## config.mk

```make
export PLATFORM = sky130hd
export DESIGN_NAME = hex_text_token_converter
export DESIGN_NICKNAME = d
export VERILOG_FILES = /design/src/hdl/hxc_pkg.sv /design/src/hdl/hxc_front.sv /design/src/hdl/hxc_queue.sv /design/src/hdl/hxc_back.sv /design/src/hdl/hex_text_token_converter.sv
export SDC_FILE = /design/constraint.sdc
export NUM_CORES = 1
export LEC_CHECK = 0
export BUFFER_PORTS_ARGS = -buffer_cell sky130_fd_sc_hd__buf_4
export CORE_ASPECT_RATIO = 0.75
export CORE_MARGIN = 2
export CORE_UTILIZATION = 60
export DETAILED_ROUTE_END_ITERATION = 16
export PLACE_DENSITY = 0.89
export SYNTH_ARGS = -nofsm -noshare
export SYNTH_HDL_FRONTEND = slang
export SYNTH_SLANG_ARGS = --single-unit
```

## constraint.sdc

```tcl
create_clock -name clk -period 5.5 [get_ports clk]
set_input_delay 0.55 -clock clk [delete_from_list [all_inputs] [get_ports clk]]
set_output_delay 0.55 -clock clk [all_outputs]
set_load 0.05 [all_outputs]
```

## src/hdl/hxc_pkg.sv

```systemverilog
// Shared types, character codes and digit helpers for the hex text token converter.
// No dependencies; used by every module of the block by scoped names.
`default_nettype none

package hxc_pkg;

    localparam logic [7:0] CHAR_NL     = 8'd10;
    localparam logic [7:0] CHAR_SP     = 8'd32;
    localparam logic [7:0] CHAR_ZERO   = 8'd48;
    localparam logic [7:0] CHAR_SLASH  = 8'd47;
    localparam logic [7:0] CHAR_UP_A   = 8'd65;
    localparam logic [7:0] CHAR_UP_F   = 8'd70;
    localparam logic [7:0] CHAR_LOW_A  = 8'd97;
    localparam logic [7:0] CHAR_LOW_N  = 8'd110;

    localparam logic MODE_ENCODE = 1'b0;
    localparam logic MODE_DECODE = 1'b1;

    localparam logic [1:0] TOKEN_LEN_ENCODE = 2'd1;
    localparam logic [1:0] TOKEN_LEN_DECODE = 2'd2;

    // One queued request: up to four result bytes, all error text or none.
    typedef struct packed {
        logic [3:0][7:0] bytes;
        logic [1:0]      last_idx;
        logic            err;
    } cmd_t;

    function automatic logic [7:0] hex_digit(input logic [3:0] v);
        logic [7:0] r;
        if (v < 4'd10)
            r = CHAR_ZERO + {4'd0, v};
        else
            r = CHAR_UP_A + {4'd0, v} - 8'd10;
        return r;
    endfunction

    function automatic logic [7:0] digit_value(input logic [7:0] c);
        logic [7:0] r;
        if (c >= CHAR_UP_A && c <= CHAR_UP_F)
            r = c - CHAR_UP_A + 8'd10;
        else
            r = c - CHAR_ZERO;
        return r;
    endfunction

endpackage

`default_nettype wire

```

## src/hdl/hxc_front.sv

```systemverilog
// Front end: accepts input bytes, tracks token and line state, builds result requests.
// Depends on hxc_pkg.
`default_nettype none

module hxc_front (
    input  wire logic         clk,
    input  wire logic         rst_n,
    input  wire logic         mode,
    input  wire logic         in_valid,
    output logic              in_ready,
    input  wire logic [7:0]   in_byte,
    input  wire logic         q_full,
    output logic              push,
    output hxc_pkg::cmd_t     push_cmd
);

    logic [7:0] held_reg, held_next;
    logic [7:0] older_reg, older_next;
    logic [1:0] len_reg, len_next;
    logic       emitted_reg, emitted_next;
    logic       discard_reg, discard_next;

    logic       accept;
    logic [2:0] n;
    logic [7:0] dec_val;
    logic [7:0] dig_hi;
    logic [7:0] dig_lo;
    logic [1:0] limit;
    hxc_pkg::cmd_t cmd;

    assign in_ready = !q_full;
    assign accept   = in_valid && in_ready;

    assign dig_hi  = hxc_pkg::digit_value(older_reg);
    assign dig_lo  = hxc_pkg::digit_value(held_reg);
    assign dec_val = {dig_hi[3:0], 4'd0} + dig_lo;
    assign limit   = (mode == hxc_pkg::MODE_ENCODE) ? hxc_pkg::TOKEN_LEN_ENCODE
                                                    : hxc_pkg::TOKEN_LEN_DECODE;

    always_comb
    begin
        held_next    = held_reg;
        older_next   = older_reg;
        len_next     = len_reg;
        emitted_next = emitted_reg;
        discard_next = discard_reg;
        n            = 3'd0;
        cmd          = '0;

        if (discard_reg)
        begin
            if (in_byte == hxc_pkg::CHAR_NL)
            begin
                discard_next = 1'b0;
                held_next    = '0;
                older_next   = '0;
                len_next     = '0;
                emitted_next = 1'b0;
            end
        end
        else if (in_byte == hxc_pkg::CHAR_SP || in_byte == hxc_pkg::CHAR_NL)
        begin
            // close the current token
            if (mode == hxc_pkg::MODE_ENCODE && len_reg != 2'd0)
            begin
                if (emitted_reg)
                begin
                    cmd.bytes[n[1:0]] = hxc_pkg::CHAR_SP;
                    n = n + 3'd1;
                end
                cmd.bytes[n[1:0]] = hxc_pkg::hex_digit(held_reg[7:4]);
                n = n + 3'd1;
                cmd.bytes[n[1:0]] = hxc_pkg::hex_digit(held_reg[3:0]);
                n = n + 3'd1;
                emitted_next = 1'b1;
            end
            else if (mode == hxc_pkg::MODE_DECODE && len_reg == hxc_pkg::TOKEN_LEN_DECODE)
            begin
                if (emitted_reg)
                begin
                    cmd.bytes[n[1:0]] = hxc_pkg::CHAR_SP;
                    n = n + 3'd1;
                end
                cmd.bytes[n[1:0]] = dec_val;
                n = n + 3'd1;
                emitted_next = 1'b1;
            end
            len_next = '0;
            if (in_byte == hxc_pkg::CHAR_NL)
            begin
                cmd.bytes[n[1:0]] = hxc_pkg::CHAR_NL;
                n = n + 3'd1;
                held_next    = '0;
                older_next   = '0;
                emitted_next = 1'b0;
            end
        end
        else if (len_reg >= limit)
        begin
            // token too long: error text, then skip to end of line
            cmd.bytes[0] = hxc_pkg::CHAR_LOW_N;
            cmd.bytes[1] = hxc_pkg::CHAR_SLASH;
            cmd.bytes[2] = hxc_pkg::CHAR_LOW_A;
            cmd.bytes[3] = hxc_pkg::CHAR_NL;
            cmd.err      = 1'b1;
            n            = 3'd4;
            held_next    = '0;
            older_next   = '0;
            len_next     = '0;
            emitted_next = 1'b0;
            discard_next = 1'b1;
        end
        else
        begin
            older_next = held_reg;
            held_next  = in_byte;
            len_next   = len_reg + 2'd1;
        end

        cmd.last_idx = n[1:0] - 2'd1;
    end

    assign push     = accept && (n != 3'd0);
    assign push_cmd = cmd;

    always_ff @(posedge clk or negedge rst_n)
    begin
        if (!rst_n)
        begin
            held_reg    <= '0;
            older_reg   <= '0;
            len_reg     <= '0;
            emitted_reg <= 1'b0;
            discard_reg <= 1'b0;
        end
        else if (accept)
        begin
            held_reg    <= held_next;
            older_reg   <= older_next;
            len_reg     <= len_next;
            emitted_reg <= emitted_next;
            discard_reg <= discard_next;
        end
    end

endmodule

`default_nettype wire

```

## src/hdl/hxc_queue.sv

```systemverilog
// Short request queue between front and back end, register based.
// Depends on hxc_pkg for the request type.
`default_nettype none

module hxc_queue #(
    parameter int DEPTH = 2
) (
    input  wire logic          clk,
    input  wire logic          rst_n,
    input  wire logic          push,
    input  wire hxc_pkg::cmd_t push_cmd,
    output logic               full,
    input  wire logic          pop,
    output logic               head_valid,
    output hxc_pkg::cmd_t      head_cmd
);

    localparam int PTR_W = (DEPTH > 1) ? $clog2(DEPTH) : 1;
    localparam int CNT_W = $clog2(DEPTH + 1);
    localparam logic [PTR_W-1:0] PTR_LAST = PTR_W'(DEPTH - 1);
    localparam logic [CNT_W-1:0] CNT_FULL = CNT_W'(DEPTH);

    hxc_pkg::cmd_t entry_reg [DEPTH];

    logic [PTR_W-1:0] wr_reg, wr_next;
    logic [PTR_W-1:0] rd_reg, rd_next;
    logic [CNT_W-1:0] cnt_reg, cnt_next;

    assign full       = (cnt_reg == CNT_FULL);
    assign head_valid = (cnt_reg != '0);
    assign head_cmd   = entry_reg[rd_reg];

    always_comb
    begin
        wr_next  = push ? ((wr_reg == PTR_LAST) ? '0 : wr_reg + 1'b1) : wr_reg;
        rd_next  = pop  ? ((rd_reg == PTR_LAST) ? '0 : rd_reg + 1'b1) : rd_reg;
        cnt_next = cnt_reg;
        if (push && !pop)
            cnt_next = cnt_reg + 1'b1;
        else if (pop && !push)
            cnt_next = cnt_reg - 1'b1;
    end

    always_ff @(posedge clk)
    begin
        if (push)
            entry_reg[wr_reg] <= push_cmd;
    end

    always_ff @(posedge clk or negedge rst_n)
    begin
        if (!rst_n)
        begin
            wr_reg  <= '0;
            rd_reg  <= '0;
            cnt_reg <= '0;
        end
        else
        begin
            wr_reg  <= wr_next;
            rd_reg  <= rd_next;
            cnt_reg <= cnt_next;
        end
    end

    a_cnt_bound: assert property (@(posedge clk) disable iff (!rst_n)
        cnt_reg <= CNT_FULL)
        else $error("queue count above depth");

    a_no_overflow: assert property (@(posedge clk) disable iff (!rst_n)
        !(push && full))
        else $error("push into full queue");

    a_no_underflow: assert property (@(posedge clk) disable iff (!rst_n)
        !(pop && !head_valid))
        else $error("pop from empty queue");

    a_cnt_grow: assert property (@(posedge clk) disable iff (!rst_n)
        (push && !pop) |=> (cnt_reg == $past(cnt_reg) + 1'b1))
        else $error("queue count did not advance on push");

endmodule

`default_nettype wire

```

## src/hdl/hxc_back.sv

```systemverilog
// Back end: walks the head request byte by byte into a registered output stage.
// Depends on hxc_pkg for the request type.
`default_nettype none

module hxc_back (
    input  wire logic          clk,
    input  wire logic          rst_n,
    input  wire logic          head_valid,
    input  wire hxc_pkg::cmd_t head_cmd,
    output logic               pop,
    output logic               out_valid,
    input  wire logic          out_ready,
    output logic [7:0]         out_byte,
    output logic               is_error,
    output logic               last
);

    logic [1:0] idx_reg, idx_next;
    logic       valid_reg, valid_next;
    logic [7:0] byte_reg;
    logic       err_reg;
    logic       last_reg;
    logic       load;
    logic       at_end;

    assign load   = head_valid && (!valid_reg || out_ready);
    assign at_end = (idx_reg == head_cmd.last_idx);
    assign pop    = load && at_end;

    always_comb
    begin
        idx_next   = idx_reg;
        valid_next = valid_reg;
        if (load)
        begin
            valid_next = 1'b1;
            idx_next   = at_end ? 2'd0 : idx_reg + 2'd1;
        end
        else if (out_ready)
            valid_next = 1'b0;
    end

    always_ff @(posedge clk or negedge rst_n)
    begin
        if (!rst_n)
        begin
            idx_reg   <= '0;
            valid_reg <= 1'b0;
        end
        else
        begin
            idx_reg   <= idx_next;
            valid_reg <= valid_next;
        end
    end

    always_ff @(posedge clk)
    begin
        if (load)
        begin
            byte_reg <= head_cmd.bytes[idx_reg];
            err_reg  <= head_cmd.err;
            last_reg <= at_end;
        end
    end

    assign out_valid = valid_reg;
    assign out_byte  = byte_reg;
    assign is_error  = err_reg;
    assign last      = last_reg;

endmodule

`default_nettype wire

```

## src/hdl/hex_text_token_converter.sv

```systemverilog
// Path: the first result byte of an input is written into a queue entry and then loaded
// into the registered output stage, when the queue and the output stage are free.
// Throughput: one input byte per cycle while the queue is not full; the back end sends one
// result byte per cycle while out_ready is high, and an input gives at most four results.
// Reset (rst_n low, asynchronous): mode encode, line state cleared, queue empty.
// Depends on hxc_pkg, hxc_front, hxc_queue and hxc_back.
`default_nettype none

module hex_text_token_converter #(
    parameter int QUEUE_DEPTH = 2
) (
    input  wire logic        clk,
    input  wire logic        rst_n,
    // input byte stream
    input  wire logic        in_valid,
    output logic             in_ready,
    input  wire logic [7:0]  in_byte,
    // result stream
    output logic             out_valid,
    input  wire logic        out_ready,
    output logic [7:0]       out_byte,
    output logic             is_error,
    output logic             last,
    // configuration port
    input  wire logic        psel,
    input  wire logic        penable,
    input  wire logic        pwrite,
    input  wire logic [2:0]  paddr,
    input  wire logic [31:0] pwdata,
    output logic [31:0]      prdata,
    output logic             pready
);

    // Mode register lives at word 0; higher words are unmapped.
    logic mode_reg, mode_next;
    logic cfg_write;
    logic sel_mode;

    assign pready    = 1'b1;
    assign sel_mode  = (paddr[2] == 1'b0);
    assign cfg_write = psel && penable && pwrite && pready;
    assign mode_next = (cfg_write && sel_mode) ? pwdata[0] : mode_reg;
    assign prdata    = sel_mode ? {31'd0, mode_reg} : 32'd0;

    always_ff @(posedge clk or negedge rst_n)
    begin
        if (!rst_n)
            mode_reg <= hxc_pkg::MODE_ENCODE;
        else
            mode_reg <= mode_next;
    end

    // Front end classifies each byte and hands a whole result request to the queue.
    logic          q_full;
    logic          push;
    hxc_pkg::cmd_t push_cmd;
    logic          pop;
    logic          head_valid;
    hxc_pkg::cmd_t head_cmd;

    hxc_front u_front (
        .clk      (clk),
        .rst_n    (rst_n),
        .mode     (mode_reg),
        .in_valid (in_valid),
        .in_ready (in_ready),
        .in_byte  (in_byte),
        .q_full   (q_full),
        .push     (push),
        .push_cmd (push_cmd)
    );

    // Queue decouples the input side from output stalls.
    hxc_queue #(
        .DEPTH (QUEUE_DEPTH)
    ) u_queue (
        .clk        (clk),
        .rst_n      (rst_n),
        .push       (push),
        .push_cmd   (push_cmd),
        .full       (q_full),
        .pop        (pop),
        .head_valid (head_valid),
        .head_cmd   (head_cmd)
    );

    // Back end serializes each request onto the registered output.
    hxc_back u_back (
        .clk        (clk),
        .rst_n      (rst_n),
        .head_valid (head_valid),
        .head_cmd   (head_cmd),
        .pop        (pop),
        .out_valid  (out_valid),
        .out_ready  (out_ready),
        .out_byte   (out_byte),
        .is_error   (is_error),
        .last       (last)
    );

endmodule

`default_nettype wire
```

### After elaboration in Yosys (flattened, before gate mapping)

Memory sizes are Yosys's and may differ from the RTL's.
Index checks and enable logic that the tools add are counted.

* add/sub/neg operators: 24
* $lt $le $gt $ge: 16
* eq/ne operators: 7
* multiplexer cells: 90
* bitwise logic cells: 5
* reduce and logical (&&, ||, !) cells: 31

Operators by type and width (count)
* $mux 8: 29
* $mux 32: 7
* $bwmux 32: 3
* $demux 8 s2: 4
* $mux 3: 15
* $mux 28: 1
* $and 24x24->24: 1
* $not 24->24: 1
* $mux 1: 20
* $logic_and 1x1->1: 17
* $add 7x4->8 const A: 2
* $bmux 8 s2: 1
* $ge 8x7->1 const B: 2
* $le 8x7->1 const B: 2
* $mux 2: 8
* $sub 8x4->8 const B: 2
* $lt 2x3->1 const B: 5
* $add 6x4->7 const A: 2
* $add 3x1->3 const B: 4
* $add 8x4->8 const B: 1
* $add 8x8->8: 1
* $eq 8x4->1 const B: 1
* $eq 8x6->1 const B: 1
* $ge 2x1->1 const B: 4
* other kinds (23): 39

* register bits: 38
* RAM bits: 70
* input bits: 50
* output and inout bits: 45
* logic and storage cells: 188
* memories kept: 1

Memory list
* u_queue.entry_reg: words 2, width 35, rd ports 1, clocked after memory_dff 0, write ports 1, line hxc_queue.sv:23 `hxc_pkg::cmd_t entry_reg [DEPTH];`

### Depth between registers and ports, before layout

* depth in word-level cells: 21
* gate-level depth with buffers: 14

### By module

A second synthesis with hierarchy kept.

* cells, all modules: 475
* area, all modules: 6077.1 um^2

By module, submodules not included
* hxc_queue: instances 1, cells each 125, area each 2865.2 um^2, sequential area each 2202.1 um^2
* hxc_front: instances 1, cells each 274, area each 2240.9 um^2, sequential area each 500.5 um^2
* hxc_back: instances 1, cells each 38, area each 669.4 um^2, sequential area each 375.4 um^2
* hex_text_token_converter: instances 1, cells each 38, area each 301.5 um^2, sequential area each 25.0 um^2

### Worst setup path after synthesis

Ideal clock, no wire load.

* kind: flip-flop to flip-flop
* from: register u_front.len_reg[0]
* to: memory u_queue.entry_reg[0][0] (netlist bit) (enable)
* arrival time: 3221 ps
* data required time: 5089 ps
* path slack: 1868 ps
* stages on the path, launching flop included: 11
* buffers on the path: 0
* clock period less this slack: 3632 ps
* cells stage by stage: dfrtp_1 -> inv_1 -> ha_1 -> nand2_1 -> nor2_1 -> a21oi_1 -> mux2i_1 -> or3_1 -> ha_1 -> a21o_1 -> nor2_1

* cells in the longest elaborated chain, start to end: 14
* elaborated cells on any way between the ends: 18
* classes of those cells: add/sub (1); order compare (1); eq/ne (1); mux (10); reduce/logical (5)

RTL lines
* start, declared: line hxc_front.sv:19 `logic [1:0] len_reg, len_next;`
* start signal, assigned: line hxc_front.sv:140 `len_reg <= len_next;`
* $eq 2x2->1: line hxc_front.sv:77 `else if (mode == hxc_pkg::MODE_DECODE && len_reg == hxc_pkg::TOKEN_LEN_DECODE)`
* $logic_and 1x1->1: line hxc_front.sv:77
* $mux 3: line hxc_front.sv:77
* $mux 3: line hxc_front.sv:64 `if (mode == hxc_pkg::MODE_ENCODE && len_reg != 2'd0)`
* $mux 3: line hxc_front.sv:61 `else if (in_byte == hxc_pkg::CHAR_SP || in_byte == hxc_pkg::CHAR_NL)`
* $mux 3: line hxc_front.sv:50 `if (discard_reg)`
* $add 3x1->3: line hxc_front.sv:92 `n = n + 3'd1;`
* $mux 3: line hxc_front.sv:89 `if (in_byte == hxc_pkg::CHAR_NL)`
* $mux 3 (*): line hxc_front.sv:61
* $mux 3 (*): line hxc_front.sv:50
* $reduce_bool 3->1 (*): line hxc_front.sv:123 `assign push = accept && (n != 3'd0);`
* $logic_and 1x1->1 (*): line hxc_front.sv:123
* $mux 1 (*): line hxc_queue.sv:46 `if (push)`
* $mux 1 (not written as such) (*): line hxc_queue.sv:47 `entry_reg[wr_reg] <= push_cmd;`
* end, declared: line hxc_queue.sv:23

Mark *: on every way between the ends. The rest lies on a longest branch, timed or not. The select of a mux whose other input is x is not followed.

==> metrics.cfg <==
[setup_path]
critPathLaunchType=register
cpMaxStageDelayCell=dfrtp_1
crit_type=register to register
max_stage_delay_ns=0.57
crit_path_max_fanout=12
path_cells=inv_1 > ha_1 > mux2i_1 > nand4b_1 > nor2_2 > nand2_1 > xnor2_1 > ha_1 > fa_1 > xor2_1 > a22oi_1 > a211oi_1
crit_required_ns=5.61
end_kind=register
r2r_cells=12
crit_top_cell=ha_1
path_delay_family=adder cells
critPathBufInv=1
crit_arrival_ns=3.82
crit_cells=12

[clock_network]
htreeDepth=3
cts_tree=built
postCtsSetupRepairBufs=0
clockBufferDepth=2
clkTransAtPathRegs_ns=0.06
cts_buffers=9
clock_latency_ns=0.34
clock-root-buffer=clkbuf_16
cts_sinks=92
cts_resized=0
cts_hold_buf=0

[floorplanning]
dieArea_sq_um=9402
die_w_microns=111.3
dieHeight_microns=84.48
io_pins=95
fp.coreArea_sq_um=8418
initial_core_util_pct=61.55
rows=29

[detailed_routing]
dr.pass1.iters=5
viasPerCell=6.088
drt-total-wl_mm=10.70
num_vias=3531
drc=0
drt-wirelength-per-cell_microns=18.45
antenna_left=0
first_iter_violations=273

[power_and_ir_drop]
peakVddDrop_mv=0.3075
power_w=0.002930
p_leak_nw=2.243
power_density_nw_per_um2=519.9

[status]
outcome=finished, final reports clean

[cells_and_area]
antenna_cells=0
final_cells=580
design_area_sq_um=5635
largest_register_ffs=54
nets=537
drive_gt1_share_pct=16.10
area_delta_synth_final_pct=8.766

[sta]
fin_hold_ws_ns=0.1258
finalCritPeriodShare_pct=67.57
rsz0062_at_grt=false
setup_tns_ns=0
max_clock_freq_mhz=269.1
setup_violations=0
slew_violations=0
finalClockSkew_ns=0.006280
hold_viol=0
final.min_clock_period_ns=3.717
maxSlewHeadroom_pct=37.75
tightest_slew_ns=0.9298

[place]
finalWeightedCongestion=0.9022
io_buffers=29
dp.cells=564
dp.final_hpwl_mm=7.619
placed_cell_area_sq_um=5341

[job]
max_cap_viol_count=0

[grt]
grt_pass1_wl_mm=17.27
track_usage_pct=23.60
grt_pass1_vias=3386
overflow=0
antenna_found_initial=0
grt_max_degree=29

[logic_synthesis]
ys_top_cells_by_count=edfxtp_1 (64), buf_4 (33), dfrtp_1 (28), nand2_1 (25), nor2_1 (23)
synth_edf_count=64
synth-seq-cells=92
syn_area_sq_um=5181
yosysUniqueCellTypes=66
yosys-top-cells-area=edfxtp_1 (37%), dfrtp_1 (14%), buf_4 (4.8%), ha_1 (4.6%), mux4_2 (3.5%)
yosys.area.top_type_share_pct=37.09
yosys_warnings=0
synthFlopType=edfxtp_1
synth_most_common_cell=edfxtp_1
synth_top_cell_by_area=edfxtp_1
ys_seq_area_share_pct=50.62
avgSynthCellArea_sq_um=11.64
async_reset_ff_share_pct=30.43
syn_inst=445

[min_path]
hp-class=primary input to asynchronous set/reset pin

## through the flow
step	utilization, %	setup slack (ns)
floorplan	-	1.868
global placement	63.45	2.004
detailed placement	63.45	1.906
CTS	66.94	1.864
global route	66.94	1.443
finish	66.94	1.784
## layout make-up
class                           instances  area (sq um)
Fill cell                             626          2783
Tap cell                              108         135.1
Clock inverter                          5         41.29
Sequential cell                        92          2623
Inverter                               21         78.83
Multi-Input combinational cell        310          2257
Timing Repair Buffer                   33         247.7
Clock buffer                           11         252.7
## worst paths after layout
path / startpoint / to / slack, ns
max: u_front.held_reg[5] / u_queue.entry_reg[0][17] / 1.78
min: rst_n / mode_reg / 0.13
max reg2reg: u_front.held_reg[5] / u_queue.entry_reg[0][17] / 1.78
min reg2reg: u_back.out_valid / u_back.out_valid / 0.50
max in group asynchronous: rst_n / u_queue.wr_reg / 5.09
min in group clk: pwdata[0] / mode_reg / 0.41
## per-layer routing
layer	vias to the layer above	wire [microns]	GRT usage, %
met5	-	0	0
met4	0	148	7.520
met1	1729	4690	32.64
met2	140	5204	38.19
met3	18	656	4.838
li1	1644	-	-
## worst reg2reg max path, delay by kind of cell (launching register included)
family | cells | cell delay [ns]
buf+inv | 1 | 0.13
simple gates | 3 | 0.81
mux | 1 | 0.15
xor+xnor | 2 | 0.41
fa+ha+maj | 3 | 0.87
compound gates | 2 | 0.54
flops | 1 | 0.57
## cells by family (layout without fill, tap and decap cells)
family | after synthesis | after routing | synth area share (%)
AOI/OAI and AO/OA | 111 | 111 | 14.76
and+or+nand+nor | 102 | 102 | 11.25
DFF | 92 | 92 | 50.62
buffers and inverters | 73 | 70 | 8.041
muxes | 26 | 26 | 7.003
adders and majority gates | 20 | 20 | 4.975
xor gates and xnor gates | 19 | 19 | 3.212
other | 2 | 32 | 0.1449
## placed cells by master (no fill, tap or decap), types with 8 or more instances in the layout
cell	netlist	routed
dfrtp_1	28	28
conb_1	2	32
edfxtp_1	64	64
a22o_1	16	16
nand2_1	25	25
clkbuf_16	0	9
nand3_1	8	8
xnor2_1	14	14
ha_1	19	19
o21ai_0	20	20
buf_4	33	33
mux2i_1	16	16
mux4_2	8	8
nor2_1	23	22
inv_1	20	20
a21oi_1	21	21
## power breakdown
group          total, W  internal, W  leakage, nW  switching [W]
Sequential      0.00109     0.000913        0.961       0.000178
Clock          0.000593     0.000335        0.139       0.000258
Combinational   0.00125     0.000472         1.14       0.000774
Total           0.00293      0.00172         2.24        0.00121
(Power assumes the default switching activity.)
